**src/design/ext2bm_pkg.sv**
```systemverilog
// ext2bm_pkg: shared types and constants for the ext2 block map walker.
// Used by ext2bm_start_dec, ext2bm_word_step and ext2_block_map_walker.
package ext2bm_pkg;

	// inode slot layout defaults
	localparam int DEF_DIRECT_SLOTS = 12;
	localparam int DEF_TOTAL_SLOTS  = 15;

	// 1024-byte base block, 256 pointers per base block
	localparam int BASE_BLOCK_SHIFT = 10;
	localparam int BASE_PTR_SHIFT   = 8;

	localparam int LBS_W    = 3;
	localparam int OFFSET_W = 48;
	localparam int BLOCK_W  = 32;
	localparam int SLOT_W   = 4;
	localparam int ADDR_W   = 64;
	localparam int LEVEL_W  = 2;
	// cumulative range bounds reach just under 2^46
	localparam int BOUND_W  = 48;

	typedef enum logic [0:0] {
		CMD_START = 1'b0,
		CMD_WORD  = 1'b1
	} command_t;

	typedef enum logic [0:0] {
		CFG_LOG_BLOCK_SIZE = 1'b0,
		CFG_PART_OFFSET    = 1'b1
	} cfg_reg_t;

	typedef enum logic [2:0] {
		ST_FETCH_SLOT = 3'd0,
		ST_FETCH_PTR  = 3'd1,
		ST_MAPPED     = 3'd2,
		ST_HOLE       = 3'd3,
		ST_RANGE      = 3'd4,
		ST_IDLE_WORD  = 3'd5
	} status_t;

	typedef struct packed {
		logic                 waiting;
		logic [LEVEL_W-1:0]   levels_left;
		logic [BLOCK_W-1:0]   remainder;
	} walk_state_t;

	typedef struct packed {
		status_t              status;
		logic [SLOT_W-1:0]    slot;
		logic [ADDR_W-1:0]    address;
	} result_t;

endpackage

```
**src/design/ext2_block_map_walker.sv**
```systemverilog
// ext2_block_map_walker: top level of the ext2 logical-to-device block mapper.
// Depends on ext2bm_pkg, ext2bm_start_dec and ext2bm_word_step.
//
// Maps a file's logical block to a device byte address through the inode's
// direct slots and the single, double and triple indirect slots. A start beat
// (command 0) answers with the inode slot to fetch; each word beat (command 1)
// answers with the next pointer word address, the mapped block address, or a
// hole. Out-of-range blocks and words sent while idle get their own status.
// Every input beat yields exactly one result beat. An input beat is captured
// in an input register, and the result is computed combinationally from it and
// held in an output register; one beat per cycle is sustained whenever
// result_ready stays high. The walk state is updated in the same cycle a beat
// moves to the output register, so back-to-back beats see each other's effect.
// Configuration writes take effect at once and are always accepted.
module ext2_block_map_walker
	import ext2bm_pkg::*;
#(
	parameter int DIRECT_SLOTS = DEF_DIRECT_SLOTS,
	parameter int TOTAL_SLOTS  = DEF_TOTAL_SLOTS
) (
	input  logic                clk,
	input  logic                arst_n,
	// configuration write channel
	input  logic                cfg_valid,
	output logic                cfg_ready,
	input  logic                cfg_index,
	input  logic [OFFSET_W-1:0] cfg_data,
	// input beats
	input  logic                item_valid,
	output logic                item_ready,
	input  logic                command,
	input  logic [BLOCK_W-1:0]  logical_block,
	input  logic [BLOCK_W-1:0]  word_value,
	// result beats
	output logic                result_valid,
	input  logic                result_ready,
	output logic [2:0]          status,
	output logic [SLOT_W-1:0]   slot,
	output logic [ADDR_W-1:0]   address
);

	// configuration registers
	logic [LBS_W-1:0]    log_block_size_q;
	logic [OFFSET_W-1:0] part_offset_q;

	// input stage
	logic                valid_s1;
	logic                command_s1;
	logic [BLOCK_W-1:0]  logical_block_s1;
	logic [BLOCK_W-1:0]  word_value_s1;

	// output stage
	logic                valid_s2;
	result_t             res_s2;

	// walk state
	walk_state_t         walk_q;

	result_t             start_res, word_res, res_d;
	walk_state_t         start_nxt, word_nxt, walk_d;
	logic                advance;

	assign cfg_ready = 1'b1;

	always_ff @(posedge clk or negedge arst_n) begin
		if (!arst_n) begin
			log_block_size_q <= '0;
			part_offset_q    <= '0;
		end else if (cfg_valid) begin
			unique case (cfg_index)
				CFG_LOG_BLOCK_SIZE: log_block_size_q <= cfg_data[LBS_W-1:0];
				CFG_PART_OFFSET:    part_offset_q    <= cfg_data;
				default:            ;
			endcase
		end
	end

	// a beat leaves the input register when the output register is free or
	// is being drained this cycle
	assign advance    = valid_s1 && (!valid_s2 || result_ready);
	assign item_ready = !valid_s1 || advance;

	always_ff @(posedge clk or negedge arst_n) begin
		if (!arst_n) begin
			valid_s1 <= 1'b0;
		end else if (item_ready) begin
			valid_s1 <= item_valid;
		end
	end

	always_ff @(posedge clk) begin
		if (item_ready && item_valid) begin
			command_s1       <= command;
			logical_block_s1 <= logical_block;
			word_value_s1    <= word_value;
		end
	end

	ext2bm_start_dec #(
		.DIRECT_SLOTS (DIRECT_SLOTS),
		.TOTAL_SLOTS  (TOTAL_SLOTS)
	) u_start_dec (
		.log_block_size (log_block_size_q),
		.logical_block  (logical_block_s1),
		.res            (start_res),
		.nxt            (start_nxt)
	);

	ext2bm_word_step u_word_step (
		.log_block_size (log_block_size_q),
		.part_offset    (part_offset_q),
		.word_value     (word_value_s1),
		.cur            (walk_q),
		.res            (word_res),
		.nxt            (word_nxt)
	);

	// a start always drops any walk in progress
	always_comb begin
		if (command_s1 == CMD_START) begin
			res_d  = start_res;
			walk_d = start_nxt;
		end else begin
			res_d  = word_res;
			walk_d = word_nxt;
		end
	end

	always_ff @(posedge clk or negedge arst_n) begin
		if (!arst_n) begin
			walk_q <= '{waiting: 1'b0, levels_left: '0, remainder: '0};
		end else if (advance) begin
			walk_q <= walk_d;
		end
	end

	always_ff @(posedge clk or negedge arst_n) begin
		if (!arst_n) begin
			valid_s2 <= 1'b0;
		end else if (!valid_s2 || result_ready) begin
			valid_s2 <= valid_s1;
		end
	end

	always_ff @(posedge clk) begin
		if (advance) begin
			res_s2 <= res_d;
		end
	end

	assign result_valid = valid_s2;
	assign status       = res_s2.status;
	assign slot         = res_s2.slot;
	assign address      = res_s2.address;

endmodule

```
**src/design/ext2bm_start_dec.sv**
```systemverilog
// ext2bm_start_dec: decodes a logical block into an inode slot and walk state.
// Depends on ext2bm_pkg.
module ext2bm_start_dec
	import ext2bm_pkg::*;
#(
	parameter int DIRECT_SLOTS = DEF_DIRECT_SLOTS,
	parameter int TOTAL_SLOTS  = DEF_TOTAL_SLOTS
) (
	input  logic [LBS_W-1:0]   log_block_size,
	input  logic [BLOCK_W-1:0] logical_block,
	output result_t            res,
	output walk_state_t        nxt
);

	localparam int NUM_IND = (TOTAL_SLOTS - DIRECT_SLOTS) > 3 ? 3 : (TOTAL_SLOTS - DIRECT_SLOTS);
	localparam logic [SLOT_W-1:0]  SLOT_SINGLE = SLOT_W'(DIRECT_SLOTS);
	localparam logic [SLOT_W-1:0]  SLOT_DOUBLE = SLOT_W'(DIRECT_SLOTS + 1);
	localparam logic [SLOT_W-1:0]  SLOT_TRIPLE = SLOT_W'(DIRECT_SLOTS + 2);
	localparam logic [BOUND_W-1:0] BND_DIRECT  = BOUND_W'(DIRECT_SLOTS);

	logic [3:0]         lppb;
	logic [4:0]         sh2;
	logic [5:0]         sh3;
	logic [BOUND_W-1:0] bnd1, bnd2, bnd3;
	logic [BOUND_W-1:0] n48, base;

	// range sizes are distinct powers of two above the direct count, so the
	// cumulative bounds are plain ORs
	always_comb begin
		lppb = 4'(BASE_PTR_SHIFT) + 4'(log_block_size);
		sh2  = {lppb, 1'b0};
		sh3  = 6'(sh2) + 6'(lppb);
		bnd1 = BND_DIRECT | (BOUND_W'(1) << lppb);
		bnd2 = bnd1 | (BOUND_W'(1) << sh2);
		bnd3 = bnd2 | (BOUND_W'(1) << sh3);
		n48  = BOUND_W'(logical_block);
	end

	always_comb begin
		res         = '{status: ST_RANGE, slot: '0, address: '0};
		nxt         = '{waiting: 1'b0, levels_left: '0, remainder: '0};
		base        = BND_DIRECT;
		if (n48 < BND_DIRECT) begin
			res.status  = ST_FETCH_SLOT;
			res.slot    = logical_block[SLOT_W-1:0];
			nxt.waiting = 1'b1;
		end else if (NUM_IND >= 1 && n48 < bnd1) begin
			res.status      = ST_FETCH_SLOT;
			res.slot        = SLOT_SINGLE;
			nxt.waiting     = 1'b1;
			nxt.levels_left = 2'd1;
		end else if (NUM_IND >= 2 && n48 < bnd2) begin
			res.status      = ST_FETCH_SLOT;
			res.slot        = SLOT_DOUBLE;
			nxt.waiting     = 1'b1;
			nxt.levels_left = 2'd2;
			base            = bnd1;
		end else if (NUM_IND >= 3 && n48 < bnd3) begin
			res.status      = ST_FETCH_SLOT;
			res.slot        = SLOT_TRIPLE;
			nxt.waiting     = 1'b1;
			nxt.levels_left = 2'd3;
			base            = bnd2;
		end
		if (nxt.levels_left != 2'd0) begin
			nxt.remainder = BLOCK_W'(n48 - base);
		end
	end

endmodule

```
**src/design/ext2bm_word_step.sv**
```systemverilog
// ext2bm_word_step: handles a fetched slot or pointer word for the walk.
// Depends on ext2bm_pkg.
module ext2bm_word_step
	import ext2bm_pkg::*;
(
	input  logic [LBS_W-1:0]    log_block_size,
	input  logic [OFFSET_W-1:0] part_offset,
	input  logic [BLOCK_W-1:0]  word_value,
	input  walk_state_t         cur,
	output result_t             res,
	output walk_state_t         nxt
);

	logic [3:0]         lppb;
	logic [4:0]         bshift;
	logic [4:0]         sh;
	logic [15:0]        digit;
	logic [ADDR_W-1:0]  blk;

	always_comb begin
		lppb   = 4'(BASE_PTR_SHIFT) + 4'(log_block_size);
		bshift = 5'(BASE_BLOCK_SHIFT) + 5'(log_block_size);
		case (cur.levels_left)
			2'd2:    sh = 5'(lppb);
			2'd3:    sh = {lppb, 1'b0};
			default: sh = '0;
		endcase
		digit = 16'((cur.remainder >> sh) & ((BLOCK_W'(1) << lppb) - BLOCK_W'(1)));
		// block number shifted clears bshift low bits; digit*4 fits below them
		blk   = ADDR_W'(word_value) << bshift;
	end

	always_comb begin
		res = '{status: ST_IDLE_WORD, slot: '0, address: '0};
		nxt = cur;
		if (cur.waiting) begin
			if (word_value == '0) begin
				res.status = ST_HOLE;
				nxt        = '{waiting: 1'b0, levels_left: '0, remainder: '0};
			end else if (cur.levels_left == 2'd0) begin
				res.status    = ST_MAPPED;
				res.address   = blk + ADDR_W'(part_offset);
				nxt.waiting   = 1'b0;
				nxt.remainder = '0;
			end else begin
				res.status      = ST_FETCH_PTR;
				res.address     = (blk | (ADDR_W'(digit) << 2)) + ADDR_W'(part_offset);
				nxt.levels_left = cur.levels_left - 2'd1;
				nxt.remainder   = cur.remainder & ((BLOCK_W'(1) << sh) - BLOCK_W'(1));
			end
		end
	end

endmodule

```
**config.mk**
```make
export PLATFORM = sky130hd
export DESIGN_NAME = ext2_block_map_walker
export DESIGN_NICKNAME = d
export VERILOG_FILES = /design/src/design/ext2bm_pkg.sv /design/src/design/ext2_block_map_walker.sv /design/src/design/ext2bm_start_dec.sv /design/src/design/ext2bm_word_step.sv
export SDC_FILE = /design/constraint.sdc
export NUM_CORES = 1
export LEC_CHECK = 0
export ABC_AREA = 1
export BUFFER_PORTS_ARGS = -buffer_cell sky130_fd_sc_hd__buf_2
export CAP_MARGIN = 40
export CORE_MARGIN = 1
export CORE_UTILIZATION = 61
export DETAILED_ROUTE_END_ITERATION = 10
export PLACE_DENSITY = 0.82
export SYNTH_ARGS = -nofsm -noshare
export SYNTH_HDL_FRONTEND = slang
export SYNTH_SLANG_ARGS = --single-unit
```
**constraint.sdc**
```tcl
create_clock -name clk -period 7.8 [get_ports clk]
set_clock_uncertainty 0.15 [all_clocks]
set_input_delay 0.39 -clock clk [delete_from_list [all_inputs] [get_ports clk]]
set_output_delay 0.39 -clock clk [all_outputs]
set_load 0.02 [all_outputs]
```
==> out/metrics.csv <==
metric,value,unit
status,finished clean,
ys.flop_type,edfxtp_1,
synth-edff-count,136,
post-route-drc-count,0,
crit_path_max_fanout,40,
slew_violations,0,
ioPinCount,193,
internal_power,0.003562,W
post_cts_resized,0,
seq_area_frac_synth,34.46,%
worstSkewPairLatency,0.54,ns
coreArea,0.02909,mm^2
nFillCells,2157,
die_height,174.9,um
most-common-layout-cells,"nand2_1, o21ai_0, inv_1, nor2_1, buf_2",
globalRouteOverflowTotal,0,
ys_types,63,
worstMarginPinSlew,0.8325,ns
post-route-util,74.14,%
crit_required,7.95,ns
mostFrequentLayoutCell,nand2_1,
arrival,6.21,ns
swShare,50.54,%
worstSetupPathType,flop to flop,
grt_pass1_wl,100400,um
areaGrowthSynthToFinish,18.23,%
max_slew_margin,44.42,%
grt.total_usage,42.11,%
postSynthAreaPerCell,7.291,um^2
async_reset_ff_share,39.29,%
hpwl,48030,um
finalCriticalPeriod,6.061,ns
dr.pass1.iters,7,
hold_violations,0,
min_path_type,input pin to flop,
power_leakage,9.953,nW
rsz0062_at_grt,false,
fin_crit_sh,77.71,%
drt-initial-drc-count,3022,
antenna_found_initial,1,
fin_tns_setup,0,ns
fmax,165.0,MHz
start_kind,flop,
numClockSinks,224,
cts_tree,yes,
p_sw,0.003640,W
nets,3028,
io_buffers,191,
pwr-share-comb,58.7,%
htreeDepth,1,
clkPwrFrac,17.4,%
cts.path.max_buffers,3,
dieArea,0.03060,mm^2
cts_buffers,25,
die_w,174.9,um
synth-seq-cells,224,
viasPerCell,6.158,
wl_per_cell,20.57,um
vias,19610,
seqPwrFrac,23.9,%
grt_max_degree,68,
ant_nets,0,
rows,62,
gp_congestion,1.062,
n_antenna_cell,0,
syn_area,0.01824,mm^2
setup_viol_count_final,0,
end_kind,flop,
clkTransAtPathRegs,0.06,ns
cap_violations,0,
start_util,62.71,%
finalPower,0.007202,W
netlist_instances,2502,
drive_above_1_share,12.43,%
first_global_vias,18250,
irDropWorstVdd,0.3044,mV
cts_root_buf,clkbuf_16,
power.density,333.9,mW/mm^2
wirelength,65500,um
yosysWarnings,0,
==> metal layers <==
layer,track usage (%),share of wire (%)
met1,57.74,40
met2,65.64,43
met5,0,0.020
met3,8.181,12
met4,16.38,4.3
==> layout make-up <==
| class | instances | area, um^2 | area share [%] |
|---|---|---|---|
| multi-input combinational | 1918 | 10530 | 48.80 |
| sequential | 224 | 6286 | 29.14 |
| timing repair buffer | 322 | 2335 | 10.82 |
| inverter | 291 | 1095 | 5.076 |
| clock buffer | 30 | 654.4 | 3.034 |
| tap | 384 | 480.5 | 2.228 |
| clock inverter | 15 | 191.4 | 0.8876 |
==> per-stage QoR <==
step | cell area [um^2] | cells | worst slack (ns) | hold slack, ns
4_1_cts | 21570 | 3184 | 1.934 | 0.001362
5_1_grt | 21570 | 3184 | 1.311 | 0.01554
6_report | 21570 | 3184 | 1.739 | 0.01533
3_3_place_gp | 19440 | 3021 | 1.671 | 0.1449
3_5_place_dp | 19600 | 3027 | 1.961 | 0.1535
2_1_floorplan | 18280 | 2513 | 1.999 | -0.05559
==> critical path: stages (launching register included) <==
cell	delay, ns
dfrtp_1	0.42
inv_1	0.12
ha_1	0.29
nand2_1	0.11
nand2_2	0.59
inv_2	0.38
nor2_1	0.27
inv_1	0.14
o22ai_1	0.21
o21ai_0	0.20
o221ai_1	0.55
a22o_1	0.30
ha_1	0.21
nand2_1	0.14
nor2_1	0.29
inv_1	0.13
nor4_1	0.37
nand3_1	0.14
nand3_1	0.29
a21o_1	0.27
nand3_1	0.09
nand2_1	0.08
nor2_1	0.06
==> state kept, by name, indices dropped and copies added (netlist names) <==
name / cells
address: 64
part_offset_q: 48
walk_q: 35
logical_block_s1: 32
word_value_s1: 32
slot: 4
log_block_size_q: 3
status: 3
command_s1: 1
result_valid: 1
valid_s1: 1
==> synth_stat cells (6+ instances only) <==
| master | number | share of area [%] |
|---|---|---|
| o21a_1 | 8 | 0.33 |
| nor3_1 | 30 | 0.82 |
| nand3_1 | 108 | 3.0 |
| buf_2 | 17 | 0.47 |
| clkbuf_1 | 42 | 0.86 |
| a21oi_1 | 177 | 4.9 |
| o21bai_1 | 14 | 0.58 |
| nand4_1 | 26 | 0.89 |
| a21o_1 | 9 | 0.37 |
| a21boi_0 | 8 | 0.33 |
| nor2_1 | 241 | 5.0 |
| nand3b_1 | 11 | 0.45 |
| inv_2 | 11 | 0.23 |
| a31oi_1 | 25 | 0.86 |
| nor2_2 | 7 | 0.24 |
| mux2i_1 | 31 | 1.7 |
| mux2_2 | 45 | 2.8 |
| buf_1 | 10 | 0.21 |
| edfxtp_1 | 136 | 22 |
| dfrtp_1 | 88 | 12 |
| xor2_1 | 26 | 1.2 |
| a21boi_1 | 13 | 0.53 |
| o21ai_0 | 277 | 7.6 |
| inv_1 | 278 | 5.7 |
| ha_1 | 125 | 8.6 |
| nor4_1 | 10 | 0.34 |
| nand2_2 | 6 | 0.21 |
| o22ai_1 | 11 | 0.38 |
| o21ai_1 | 7 | 0.19 |
| nand2_1 | 624 | 13 |
| o221ai_1 | 7 | 0.34 |
| or2_2 | 8 | 0.27 |
==> power by group through the flow <==
stage / clock network (W) / registers (W) / logic (W)
final: 0.00125 / 0.00172 / 0.00423
after global routing: 0.00129 / 0.00174 / 0.00460
after CTS: 0.00125 / 0.00171 / 0.00404
after detailed placement: 0 / 0.00173 / 0.00396
after global placement: 0 / 0.00172 / 0.00387
after floorplan: 0 / 0.00179 / 0.00272
==> final timing paths <==
| kind | from | to | slack (ns) | cells after the start |
|---|---|---|---|---|
| setup / recovery | walk_q[32] | address[52] | 1.74 | 22 |
| hold / removal | cfg_data[17] | part_offset_q[17] | 0.02 | 2 |
| setup reg to reg | walk_q[32] | address[52] | 1.74 | 22 |
| hold reg to reg | walk_q[14] | walk_q[14] | 0.34 | 2 |
| max in group asynchronous | arst_n | part_offset_q[36] | 6.51 | 4 |
| min in group asynchronous | arst_n | walk_q[29] | 0.14 | 2 |
==> repair_timing <==
action / CTS / global route
hold buffers: 112 / 0
endpoints found under the hold margin: 132 / 0
setup buffers: 0 / 0
==> logic make-up (layout without fill, tap and decap cells) <==
group,after synthesis,after routing,synth area share (%)
other,2,13,0.04117
adder cells (fa/ha/maj),127,127,8.793
AO/OA/AOI/OAI,584,584,17.82
multiplexers,76,76,4.479
buffers and inverters,371,658,8.080
AND/OR/NAND/NOR,1088,1088,24.89
XOR/XNOR,30,30,1.440
flip-flops,224,224,34.46
Note: power is estimated with default switching activity, not from simulation.
